<file path="src/hw/rtl/sbbp_pkg.sv">
package sbbp_pkg;

  localparam int QDepth = 4;
  localparam int QIdxW  = $clog2(QDepth);
  localparam int QCntW  = $clog2(QDepth + 1);

  typedef struct packed {
    logic [7:0] data_byte;
    logic       end_of_stream;
  } in_beat_t;

  typedef struct packed {
    logic [7:0] packed_byte;
    logic       final_byte;
  } out_beat_t;

  typedef struct packed {
    logic       head_vld;
    logic [7:0] head_byte;
    logic [2:0] flush_cnt;
    logic [7:0] flush_byte;
    logic       eos;
  } job_t;

endpackage

</file>
<file path="src/hw/rtl/seven_bit_byte_packer.sv">
// Seven-bit byte packer.
// Input channel (in_valid / in_stall / in_data): one byte per beat; bit 0 of
// each byte is dropped and the upper seven bits are joined MSB first, so
// eight input beats give seven output beats. end_of_stream on a beat pads
// the open group with zero bytes and flushes it.
// Output channel (out_valid / out_stall / out_data): one packed byte per
// beat; final_byte marks the last byte of a flush.
// A result byte passes through the job queue and the output register
// before it is offered on out_valid.
// Throughput: one input beat per cycle while in_stall is low. A flush beat
// yields up to seven output beats, sent one per cycle by the output stage
// while out_stall is low; a four-entry job queue lets input keep flowing
// meanwhile until it fills, then in_stall rises.
// Stall: out_stall holds the output register; the queue fills and then
// in_stall backs up the input. in_stall depends only on queue occupancy.
// Reset (rst_n low, synchronous) clears the bit accumulator, group position,
// queue and output valid; the next beat starts a new stream.
module seven_bit_byte_packer
  import sbbp_pkg::*;
(
  input  logic      clk,
  input  logic      rst_n,
  input  logic      in_valid,
  output logic      in_stall,
  input  in_beat_t  in_data,
  output logic      out_valid,
  input  logic      out_stall,
  output out_beat_t out_data
);

  logic accept;
  logic push;
  job_t push_job;
  logic q_full;
  logic pop;
  logic head_vld;
  job_t head_job;

  assign in_stall = q_full;
  assign accept   = in_valid && !q_full;

  sbbp_front u_front (
    .clk     (clk),
    .rst_n   (rst_n),
    .accept  (accept),
    .in_data (in_data),
    .push    (push),
    .job     (push_job)
  );

  sbbp_queue u_queue (
    .clk      (clk),
    .rst_n    (rst_n),
    .push     (push),
    .push_job (push_job),
    .full     (q_full),
    .pop      (pop),
    .head_vld (head_vld),
    .head_job (head_job)
  );

  sbbp_back u_back (
    .clk       (clk),
    .rst_n     (rst_n),
    .job_vld   (head_vld),
    .job       (head_job),
    .pop       (pop),
    .out_valid (out_valid),
    .out_stall (out_stall),
    .out_data  (out_data)
  );

endmodule

</file>
<file path="src/hw/rtl/sbbp_front.sv">
module sbbp_front
  import sbbp_pkg::*;
(
  input  logic     clk,
  input  logic     rst_n,
  input  logic     accept,
  input  in_beat_t in_data,
  output logic     push,
  output job_t     job
);

  logic [2:0]  pos_r;
  logic [2:0]  pos_nxt;
  logic [6:0]  left_r;
  logic [6:0]  left_nxt;
  logic [6:0]  d;
  logic [13:0] acc;
  logic [6:0]  new_left;
  logic [2:0]  npos;
  logic [2:0]  rem;

  always_comb begin
    d        = in_data.data_byte[7:1];
    acc      = {left_r, d};
    rem      = 3'd7 - pos_r;
    new_left = d & (7'h7F >> pos_r);
    npos     = pos_r + 3'd1;

    job.head_vld   = (pos_r != 3'd0);
    job.head_byte  = 8'(acc >> rem);
    job.flush_cnt  = (in_data.end_of_stream && npos != 3'd0) ? rem : 3'd0;
    job.flush_byte = {1'b0, new_left} << npos;
    job.eos        = in_data.end_of_stream;

    push = accept && ((pos_r != 3'd0) || in_data.end_of_stream);

    pos_nxt  = pos_r;
    left_nxt = left_r;
    if (accept) begin
      if (in_data.end_of_stream) begin
        pos_nxt  = 3'd0;
        left_nxt = 7'd0;
      end else begin
        pos_nxt  = npos;
        left_nxt = new_left;
      end
    end
  end

  always_ff @(posedge clk) begin
    if (!rst_n) begin
      pos_r  <= 3'd0;
      left_r <= 7'd0;
    end else begin
      pos_r  <= pos_nxt;
      left_r <= left_nxt;
    end
  end

`ifndef SYNTHESIS
  a_group_start_empty: assert property (@(posedge clk) disable iff (!rst_n)
    pos_r == 3'd0 |-> left_r == 7'd0)
    else $error("leftover bits held at group start");
`endif

endmodule

</file>
<file path="src/hw/rtl/sbbp_queue.sv">
module sbbp_queue
  import sbbp_pkg::*;
(
  input  logic clk,
  input  logic rst_n,
  input  logic push,
  input  job_t push_job,
  output logic full,
  input  logic pop,
  output logic head_vld,
  output job_t head_job
);

  job_t             mem_r [QDepth];
  logic [QIdxW-1:0] wr_ptr_r;
  logic [QIdxW-1:0] rd_ptr_r;
  logic [QCntW-1:0] cnt_r;
  logic [QCntW-1:0] cnt_nxt;

  assign full     = (cnt_r == QCntW'(QDepth));
  assign head_vld = (cnt_r != '0);
  assign head_job = mem_r[rd_ptr_r];

  always_comb begin
    cnt_nxt = cnt_r;
    if (push && !pop) begin
      cnt_nxt = cnt_r + 1'b1;
    end else if (pop && !push) begin
      cnt_nxt = cnt_r - 1'b1;
    end
  end

  always_ff @(posedge clk) begin
    if (push) begin
      mem_r[wr_ptr_r] <= push_job;
    end
  end

  always_ff @(posedge clk) begin
    if (!rst_n) begin
      wr_ptr_r <= '0;
      rd_ptr_r <= '0;
      cnt_r    <= '0;
    end else begin
      cnt_r <= cnt_nxt;
      if (push) begin
        wr_ptr_r <= wr_ptr_r + 1'b1;
      end
      if (pop) begin
        rd_ptr_r <= rd_ptr_r + 1'b1;
      end
    end
  end

`ifndef SYNTHESIS
  a_no_overflow: assert property (@(posedge clk) disable iff (!rst_n)
    push |-> !full || pop)
    else $error("push into full queue");
  a_no_underflow: assert property (@(posedge clk) disable iff (!rst_n)
    pop |-> head_vld)
    else $error("pop from empty queue");
`endif

endmodule

</file>
<file path="src/hw/rtl/sbbp_back.sv">
module sbbp_back
  import sbbp_pkg::*;
(
  input  logic      clk,
  input  logic      rst_n,
  input  logic      job_vld,
  input  job_t      job,
  output logic      pop,
  output logic      out_valid,
  input  logic      out_stall,
  output out_beat_t out_data
);

  logic [2:0] cnt_r;
  logic [2:0] cnt_nxt;
  logic       out_vld_r;
  logic       out_vld_nxt;
  out_beat_t  out_r;
  out_beat_t  out_nxt;
  logic       load;
  logic       last;
  logic [3:0] total;
  logic [7:0] beat_byte;

  always_comb begin
    total = {1'b0, job.flush_cnt} + {3'd0, job.head_vld};
    last  = ({1'b0, cnt_r} == total - 4'd1);
    if (job.head_vld && cnt_r == 3'd0) begin
      beat_byte = job.head_byte;
    end else if (cnt_r == {2'd0, job.head_vld}) begin
      beat_byte = job.flush_byte;
    end else begin
      beat_byte = 8'h00;
    end

    load = job_vld && (!out_vld_r || !out_stall);
    pop  = load && last;

    cnt_nxt     = cnt_r;
    out_vld_nxt = out_vld_r;
    out_nxt     = out_r;
    if (load) begin
      out_vld_nxt         = 1'b1;
      out_nxt.packed_byte = beat_byte;
      out_nxt.final_byte  = job.eos && last;
      cnt_nxt             = last ? 3'd0 : cnt_r + 3'd1;
    end else if (!out_stall) begin
      out_vld_nxt = 1'b0;
    end
  end

  always_ff @(posedge clk) begin
    out_r <= out_nxt;
  end

  always_ff @(posedge clk) begin
    if (!rst_n) begin
      cnt_r     <= 3'd0;
      out_vld_r <= 1'b0;
    end else begin
      cnt_r     <= cnt_nxt;
      out_vld_r <= out_vld_nxt;
    end
  end

  assign out_valid = out_vld_r;
  assign out_data  = out_r;

`ifndef SYNTHESIS
  a_cnt_restart: assert property (@(posedge clk) disable iff (!rst_n)
    pop |=> cnt_r == 3'd0)
    else $error("beat count not cleared after job");
  a_final_ends_job: assert property (@(posedge clk) disable iff (!rst_n)
    load && !last |=> !out_r.final_byte)
    else $error("final beat inside a job");
`endif

endmodule
</file>
<file path="config.mk">
export PLATFORM = sky130hd
export DESIGN_NAME = seven_bit_byte_packer
export DESIGN_NICKNAME = d
export VERILOG_FILES = /design/src/hw/rtl/sbbp_pkg.sv /design/src/hw/rtl/seven_bit_byte_packer.sv /design/src/hw/rtl/sbbp_front.sv /design/src/hw/rtl/sbbp_queue.sv /design/src/hw/rtl/sbbp_back.sv
export SDC_FILE = /design/constraint.sdc
export NUM_CORES = 1
export LEC_CHECK = 0
export BUFFER_PORTS_ARGS = -buffer_cell sky130_fd_sc_hd__clkbuf_2
export CAP_MARGIN = 15
export CELL_PAD_IN_SITES_DETAIL_PLACEMENT = 0
export CELL_PAD_IN_SITES_GLOBAL_PLACEMENT = 1
export CORE_MARGIN = 2
export CORE_UTILIZATION = 51
export DETAILED_ROUTE_END_ITERATION = 16
export PLACE_DENSITY = 0.88
export SKIP_CTS_REPAIR_TIMING = 1
export SLEW_MARGIN = 20
export SYNTH_ARGS = -nofsm -noshare
export SYNTH_HDL_FRONTEND = slang
export SYNTH_SLANG_ARGS = --single-unit
</file>
<file path="constraint.sdc">
create_clock -name clk -period 5.4 [get_ports clk]
set_clock_uncertainty 0.2 [all_clocks]
set_input_delay 0.54 -clock clk [delete_from_list [all_inputs] [get_ports clk]]
set_output_delay 0.54 -clock clk [all_outputs]
set_load 0.02 [all_outputs]
</file>
==> results of run 1 <==
report_power, final:
group | internal (W) | total (W) | switching [W]
Clock | 0.000668 | 0.00109 | 0.000426
Combinational | 0.000253 | 0.000680 | 0.000427
Sequential | 0.00114 | 0.00119 | 0.0000544
Yosys cell counts, types with 14 or more instances:
library cell,count
ha_1,14
clkbuf_1,14
o21ai_0,22
nand3_1,16
dfxtp_1,23
mux4_2,21
mux2i_1,22
nor2_1,16
nand2_1,35
inv_1,23
edfxtp_1,93
a21oi_1,27
per-layer routing:
metal / up-vias / GRT usage (%) / share of wire (%)
met4: 0 / 8.48 / 1.4
met2: 88 / 30.5 / 48
met5: - / 0 / 0
met1: 1586 / 26.8 / 46
li1: 1511 / - / -
met3: 11 / 5.38 / 4.4
state kept, by name, summed over array words and instances (netlist names), named ones only:
name	flops
u_queue.rd_ptr_r	2
u_front.left_r	7
u_queue.cnt_r	3
u_back.out_valid	1
u_back.cnt_r	3
u_queue.mem_r	84
u_front.pos_r	3
u_back.out_data	9
u_queue.wr_ptr_r	2
through the flow:
stage	hold WS (ps)	cells	area, µm²
CTS	42.6	570	6120
finish	69.1	570	6120
floorplan	231	389	5250
detailed placement	248	538	5530
global placement	239	538	5530
global route	72.6	570	6120
kinds of logic after synthesis:
logic type / after synthesis / share of synthesized area, %
multiplexers: 48 / 14.3
XOR/XNOR: 6 / 1.00
AO/OA/AOI/OAI: 58 / 5.93
buffers and inverters: 42 / 3.05
adder cells (fa/ha/maj): 15 / 3.72
flip-flops: 116 / 61.9
AND/OR/NAND/NOR: 104 / 10.0
area by class of cell:
cell class                      instances  area, µm²
Clock buffer                           17        414
Clock inverter                         15        173
Fill cell                             743       4020
Inverter                               24       90.1
Multi-Input combinational cell        231       1840
Sequential cell                       116       3250
Tap cell                              136        170
Timing Repair Buffer                   31        178
cell usage in the layout (no fill, tap or decap), types with 2 or more instances in the layout:
cell,netlist,final
nand2_1,35,35
nor3b_1,3,3
inv_6,0,3
or3_1,7,7
nand3b_1,4,4
mux4_2,21,21
nor2_1,16,16
nand3_1,16,16
inv_8,0,2
bufinv_16,0,2
mux2i_1,22,22
edfxtp_1,93,93
dfxtp_1,23,23
and2_1,5,5
clkbuf_2,0,22
inv_1,23,23
xor2_1,4,4
or3b_2,3,3
a21oi_1,27,27
nand2b_1,4,4
or2_2,2,2
ha_1,14,14
xnor2_1,2,2
clkinvlp_4,0,2
clkbuf_16,0,16
nor3_1,3,3
buf_4,0,9
nor2b_1,3,3
clkinv_4,0,5
mux2_2,4,4
o21ai_0,22,22
worst register-to-register path: cells and delay by family (launching register included):
family | cells | cell delay (ps)
AO/OA/AOI/OAI | 1 | 150
XOR/XNOR | 2 | 310
adder cells (fa/ha/maj) | 4 | 980
buffers and inverters | 3 | 540
flip-flops | 1 | 430
multiplexers | 1 | 550
AND/OR/NAND/NOR | 4 | 710
worst max path at each step:
stage,start,to,depth (start not counted)
after floorplan,flip-flop,u_queue.cnt_r[2],16
after global placement,flip-flop,u_queue.cnt_r[2],15
after detailed placement,flip-flop,u_queue.cnt_r[2],15
after CTS,flip-flop,u_queue.cnt_r[2],15
after global routing,flip-flop,u_queue.cnt_r[2],16
final,flip-flop,u_queue.cnt_r[2],15
==> impl_metrics.yaml, run 1 <==
pwr:
  ir_drop_v: 0.000208
  p_leak_nw: 2.20
  power_w: 0.00297
  p_per_area_mw_per_mm2: 485
synth:
  ys_seq_area_share_pct: 61.9
  synth_warnings: 0
  synth.top_cells.by_area: "edfxtp_1 (53%), mux4_2 (9.0%), dfxtp_1 (8.8%), mux2i_1 (4.2%), ha_1 (3.3%)"
  synth_cell_type_count: 41
  synth-seq-cells: 116
  yosys.area.top_type: "edfxtp_1"
  synth_flop_cell: "edfxtp_1"
  synth_area_mm2: 0.00525
  syn_avg_cell_area_um2: 13.5
  syn_inst: 389
  synthArstFlopShare_pct: 0
  synth_fp_nets: 417
  synthDominantCellAreaShare_pct: 53.2
  synth_edf_count: 93
critical_path:
  reg2reg_to: "u_queue.cnt_r[2]"
  worstSetupStartpointType: "flip-flop"
  crit_top_cell: "ha_1"
  reg2reg_slack_ps: 1460
  crit_path_end_kind: "flip-flop"
  cp_top_family: "adder cells"
  path_buf_inv: 3
  cpPeakStageDelay_ps: 550
  crit_slowest_cell: "mux4_2"
  crit_fanout: 18
  reg2reg_depth: 15
  path_cells: "buf_4 > mux4_2 > inv_1 > ha_1 > ha_1 > xor2_1 > nand2_1 > nor2_1 > nand2_1 > ha_1 > inv_1 > fa_1 > xor2_1 > or3_1 > a21oi_1"
  crit_arrival_ps: 4180
  worstPathRequired_ps: 5640
  path_class: "reg -> reg"
floorplan:
  fp.dieH_um: 105
  rows: 37
  top_level_ports: 24
  core_mm2: 0.0101
  die_area_mm2: 0.0111
  die_w_um: 105
  start_util_pct: 51.8
sta:
  min_period_ps: 3940
  tightest_slew_ps: 796
  fin_ws_ps: 1460
  finalSetupViolCount: 0
  rsz0062_at_grt: "no"
  slew_headroom_pct: 46.8
  hold_viol: 0
  fin_tns_setup_ps: 0
  drv_slew: 0
  timing.final.crit_share_pct: 73.0
  clock.fmax_mhz: 254
detailed_routing:
  antenna_left: 0
  drt_first_pass_iters: 4
  drt-initial-drc-count: 228
  drcViolationCount: 0
  wire_per_inst_um: 17.8
  num_vias: 3196
  routed_wl_mm: 10.1
  routed_via_density: 5.61
placement:
  hpwl_mm: 6.37
  pre_cts_ws_ps: 1440
  portBuffers: 22
  gp_congestion: 0.813
clocking:
  clk_latency_ps: 520
  clock_sinks: 116
  cts_root_buffer: "clkbuf_8"
  cts_made_buffers: 17
  h-tree-depth: 4
  cts_buffer_depth: 2
  cts_tree: "yes"
  clkTransAtPathRegs_ps: 60
global_routing:
  grt_overflow: 0
  grt_max_degree: 26
  grt_pass1_wl_mm: 16.4
  first_global_vias: 3154
  grt.total_usage_pct: 19.9
  antenna_found_initial: 0
run:
  maxCapViolCount: 0
cells_and_area:
  synthToLayoutAreaGrowth_pct: 16.5
  layout.nets: 449
  drive_above_1_share_pct: 22.1
  num_antenna_cells: 0
  fin_util_pct: 60.3
run_status:
  outcome: "completed"
min_path:
  hp-start: "out_stall"
  worstHoldEndpoint: "u_back.out_valid"
  whs_path_depth: 3
  hp-class: "in -> reg"
Note: power is estimated with default switching activity, not from simulation.
==> run 2: changes to the inputs <==
--- a/config.mk
+++ b/config.mk
@@ -5,14 +5,15 @@
 export SDC_FILE = /design/constraint.sdc
 export NUM_CORES = 1
 export LEC_CHECK = 0
+export ABC_AREA = 1
 export BUFFER_PORTS_ARGS = -buffer_cell sky130_fd_sc_hd__clkbuf_2
 export CAP_MARGIN = 15
 export CELL_PAD_IN_SITES_DETAIL_PLACEMENT = 0
 export CELL_PAD_IN_SITES_GLOBAL_PLACEMENT = 1
 export CORE_MARGIN = 2
-export CORE_UTILIZATION = 51
+export CORE_UTILIZATION = 44
 export DETAILED_ROUTE_END_ITERATION = 16
-export PLACE_DENSITY = 0.88
+export PLACE_DENSITY = 0.85
 export SKIP_CTS_REPAIR_TIMING = 1
 export SLEW_MARGIN = 20
 export SYNTH_ARGS = -nofsm -noshare
==> constraint.sdc (replaced) <==
create_clock -name clk -period 3.35 [get_ports clk]
set_clock_uncertainty 0.2 [all_clocks]
set_input_delay 0.335 -clock clk [delete_from_list [all_inputs] [get_ports clk]]
set_output_delay 0.335 -clock clk [all_outputs]
set_load 0.02 [all_outputs]
==> impl_metrics.yaml, run 2 <==
run_status:
  outcome: "completed"
global_routing:
  grt_max_degree: 33
  grt_pass1_wl_mm: 18.3
  grt_use_met2_pct: 29.9
  grt.total_usage_pct: 18.7
  busiest_layer: "met2"
  grt_overflow: 0
  first_global_vias: 3661
  met3_usage_pct: 4.87
  use_met1_pct: 24.3
  antenna_found_initial: 0
sta:
  slew_headroom_pct: 58.3
  fin_tns_setup_ps: 0
  timing.final.crit_share_pct: 94.0
  clock.fmax_mhz: 318
  hold_viol: 0
  finalSetupViolCount: 0
  rsz0062_at_grt: "no"
  min_period_ps: 3150
  tightest_slew_ps: 618
  drv_slew: 0
floorplan:
  die_area_mm2: 0.0131
  top_level_ports: 24
  start_util_pct: 44.7
  rows: 40
  core_mm2: 0.0120
  fp.dieH_um: 114
  die_w_um: 114
run:
  maxCapViolCount: 0
cells_and_area:
  final_common_cell: "nand2_1"
  final_cell_mix: "nand2_1 (94), edfxtp_1 (93), nor2_1 (64)"
  final_cells: 718
  num_antenna_cells: 0
  synthToLayoutAreaGrowth_pct: 16.8
  drive_above_1_share_pct: 15.1
  top_register: "u_queue.mem_r"
  layout.nets: 586
  largest_reg_flops: 84
  post-route-cell-area_mm2: 0.00625
synth:
  syn_inst: 522
  yosys.area.top_type: "edfxtp_1"
  synth.top_cells.by_area: "edfxtp_1 (52%), dfxtp_1 (8.6%), nand2_1 (6.6%), o21ai_0 (5.8%), nor2_1 (4.5%)"
  synth_area_mm2: 0.00535
  synth_flop_cell: "edfxtp_1"
  synth-seq-cells: 116
  synth_fp_nets: 550
  synth_warnings: 0
  ys_seq_area_share_pct: 60.8
  synth_edf_count: 93
  syn_avg_cell_area_um2: 10.2
  synthArstFlopShare_pct: 0
  synthDominantCellAreaShare_pct: 52.2
  synth_cell_type_count: 42
  synth_commonest_cells: "nand2_1 (94), edfxtp_1 (93), nor2_1 (64), o21ai_0 (62), inv_1 (40)"
  synth.most_common_cell: "nand2_1"
critical_path:
  worstSetupStartpointType: "flip-flop"
  worstPathRequired_ps: 3450
  crit_fanout: 7
  crit_arrival_ps: 3240
  path_class: "reg -> reg"
  crit_path_end_kind: "flip-flop"
detailed_routing:
  antenna_left: 0
  num_vias: 3913
  routed_wl_mm: 11.6
  wire_per_inst_um: 16.1
  drcViolationCount: 0
  drt_first_pass_iters: 5
  routed_via_density: 5.45
  drt-initial-drc-count: 207
min_path:
  hp-start: "in_data[2]"
  hp-class: "in -> reg"
placement:
  portBuffers: 22
  dp.cells: 683
  hpwl_mm: 7.67
  gp_congestion: 0.896
  placed_cell_area_mm2: 0.00561
clocking:
  clk_latency_ps: 410
  clock_sinks: 116
  cts_root_buffer: "clkbuf_16"
  cts_buffer_depth: 2
  clkTransAtPathRegs_ps: 60
  cts_made_buffers: 17
  h-tree-depth: 4
  cts_tree: "yes"
pwr:
  p_leak_nw: 2.43
  ir_drop_v: 0.000374
  p_per_area_mw_per_mm2: 886
## run 2: cell types whose count changed in the layout (fill, tap and decap cells not counted), moves of 7 or more
cell,previous run,this run
or3_1,7,0
a21oi_1,27,20
o21ai_0,22,61
nand2_1,35,94
mux2i_1,22,1
inv_1,23,39
o22ai_1,1,25
mux4_2,21,0
buf_4,9,16
nor2_1,16,64
## run 2: per-stage QoR
step                hold WS (ps)  setup slack [ps]  utilization (%)  total power (W)
finish                      7.31               202             52.2          0.00554
global route                17.9              21.1             52.2          0.00585
CTS                        -5.45              45.8             51.9          0.00553
detailed placement           276              81.0             46.9          0.00375
global placement             272               138             46.9          0.00370
floorplan                    234               209                -          0.00329
## run 2: critical path, stage by stage, from the launching register on
cell	delay, ps
dfxtp_2	350
clkinvlp_4	150
a32o_1	300
ha_1	240
ha_1	210
xor2_1	170
inv_1	60
nand2_1	70
nand2_1	80
nand4_1	140
ha_1	160
inv_1	60
fa_1	390
a21oi_1	150
o21ai_0	120
o21ai_1	130
a21oi_1	50
## run 2: cell families (layout without fill, tap and decap cells)
logic type / after synthesis / in the layout / share of synthesized area (%)
AND/OR/NAND/NOR: 188 / 188 / 14.6
AO/OA/AOI/OAI: 130 / 130 / 14.1
flip-flops: 116 / 116 / 60.8
buffers and inverters: 67 / 116 / 5.80
adder cells (fa/ha/maj): 15 / 15 / 3.65
XOR/XNOR: 5 / 5 / 0.819
multiplexers: 1 / 1 / 0.187
## run 2: area by class of cell
cell class,count,area (µm²)
Tap cell,147,184
Timing Repair Buffer,40,253
Clock buffer,19,433
Inverter,44,176
Fill cell,1022,5710
Sequential cell,116,3260
Clock inverter,13,160
Multi-Input combinational cell,339,1780
## run 2: worst paths after layout
path	endpoint	slack (ps)	depth (start not counted)
worst max-delay path	u_queue.cnt_r[2]	200	16
worst min-delay path	u_front.left_r[0]	7	3
worst max register to register	u_queue.cnt_r[2]	200	16
worst min register to register	u_front.left_r[3]	280	2
## run 2: power by group
part           internal (W)  total [W]  switching [W]
sequential          0.00195    0.00207       0.000121
combinational      0.000543    0.00169        0.00114
clock               0.00116    0.00178       0.000620
## run 2: metal layers
metal,up-vias,part of all wire [%]
met3,25,4.9
met1,1871,44
met5,-,0
met2,109,49
li1,1908,-
met4,0,2.1
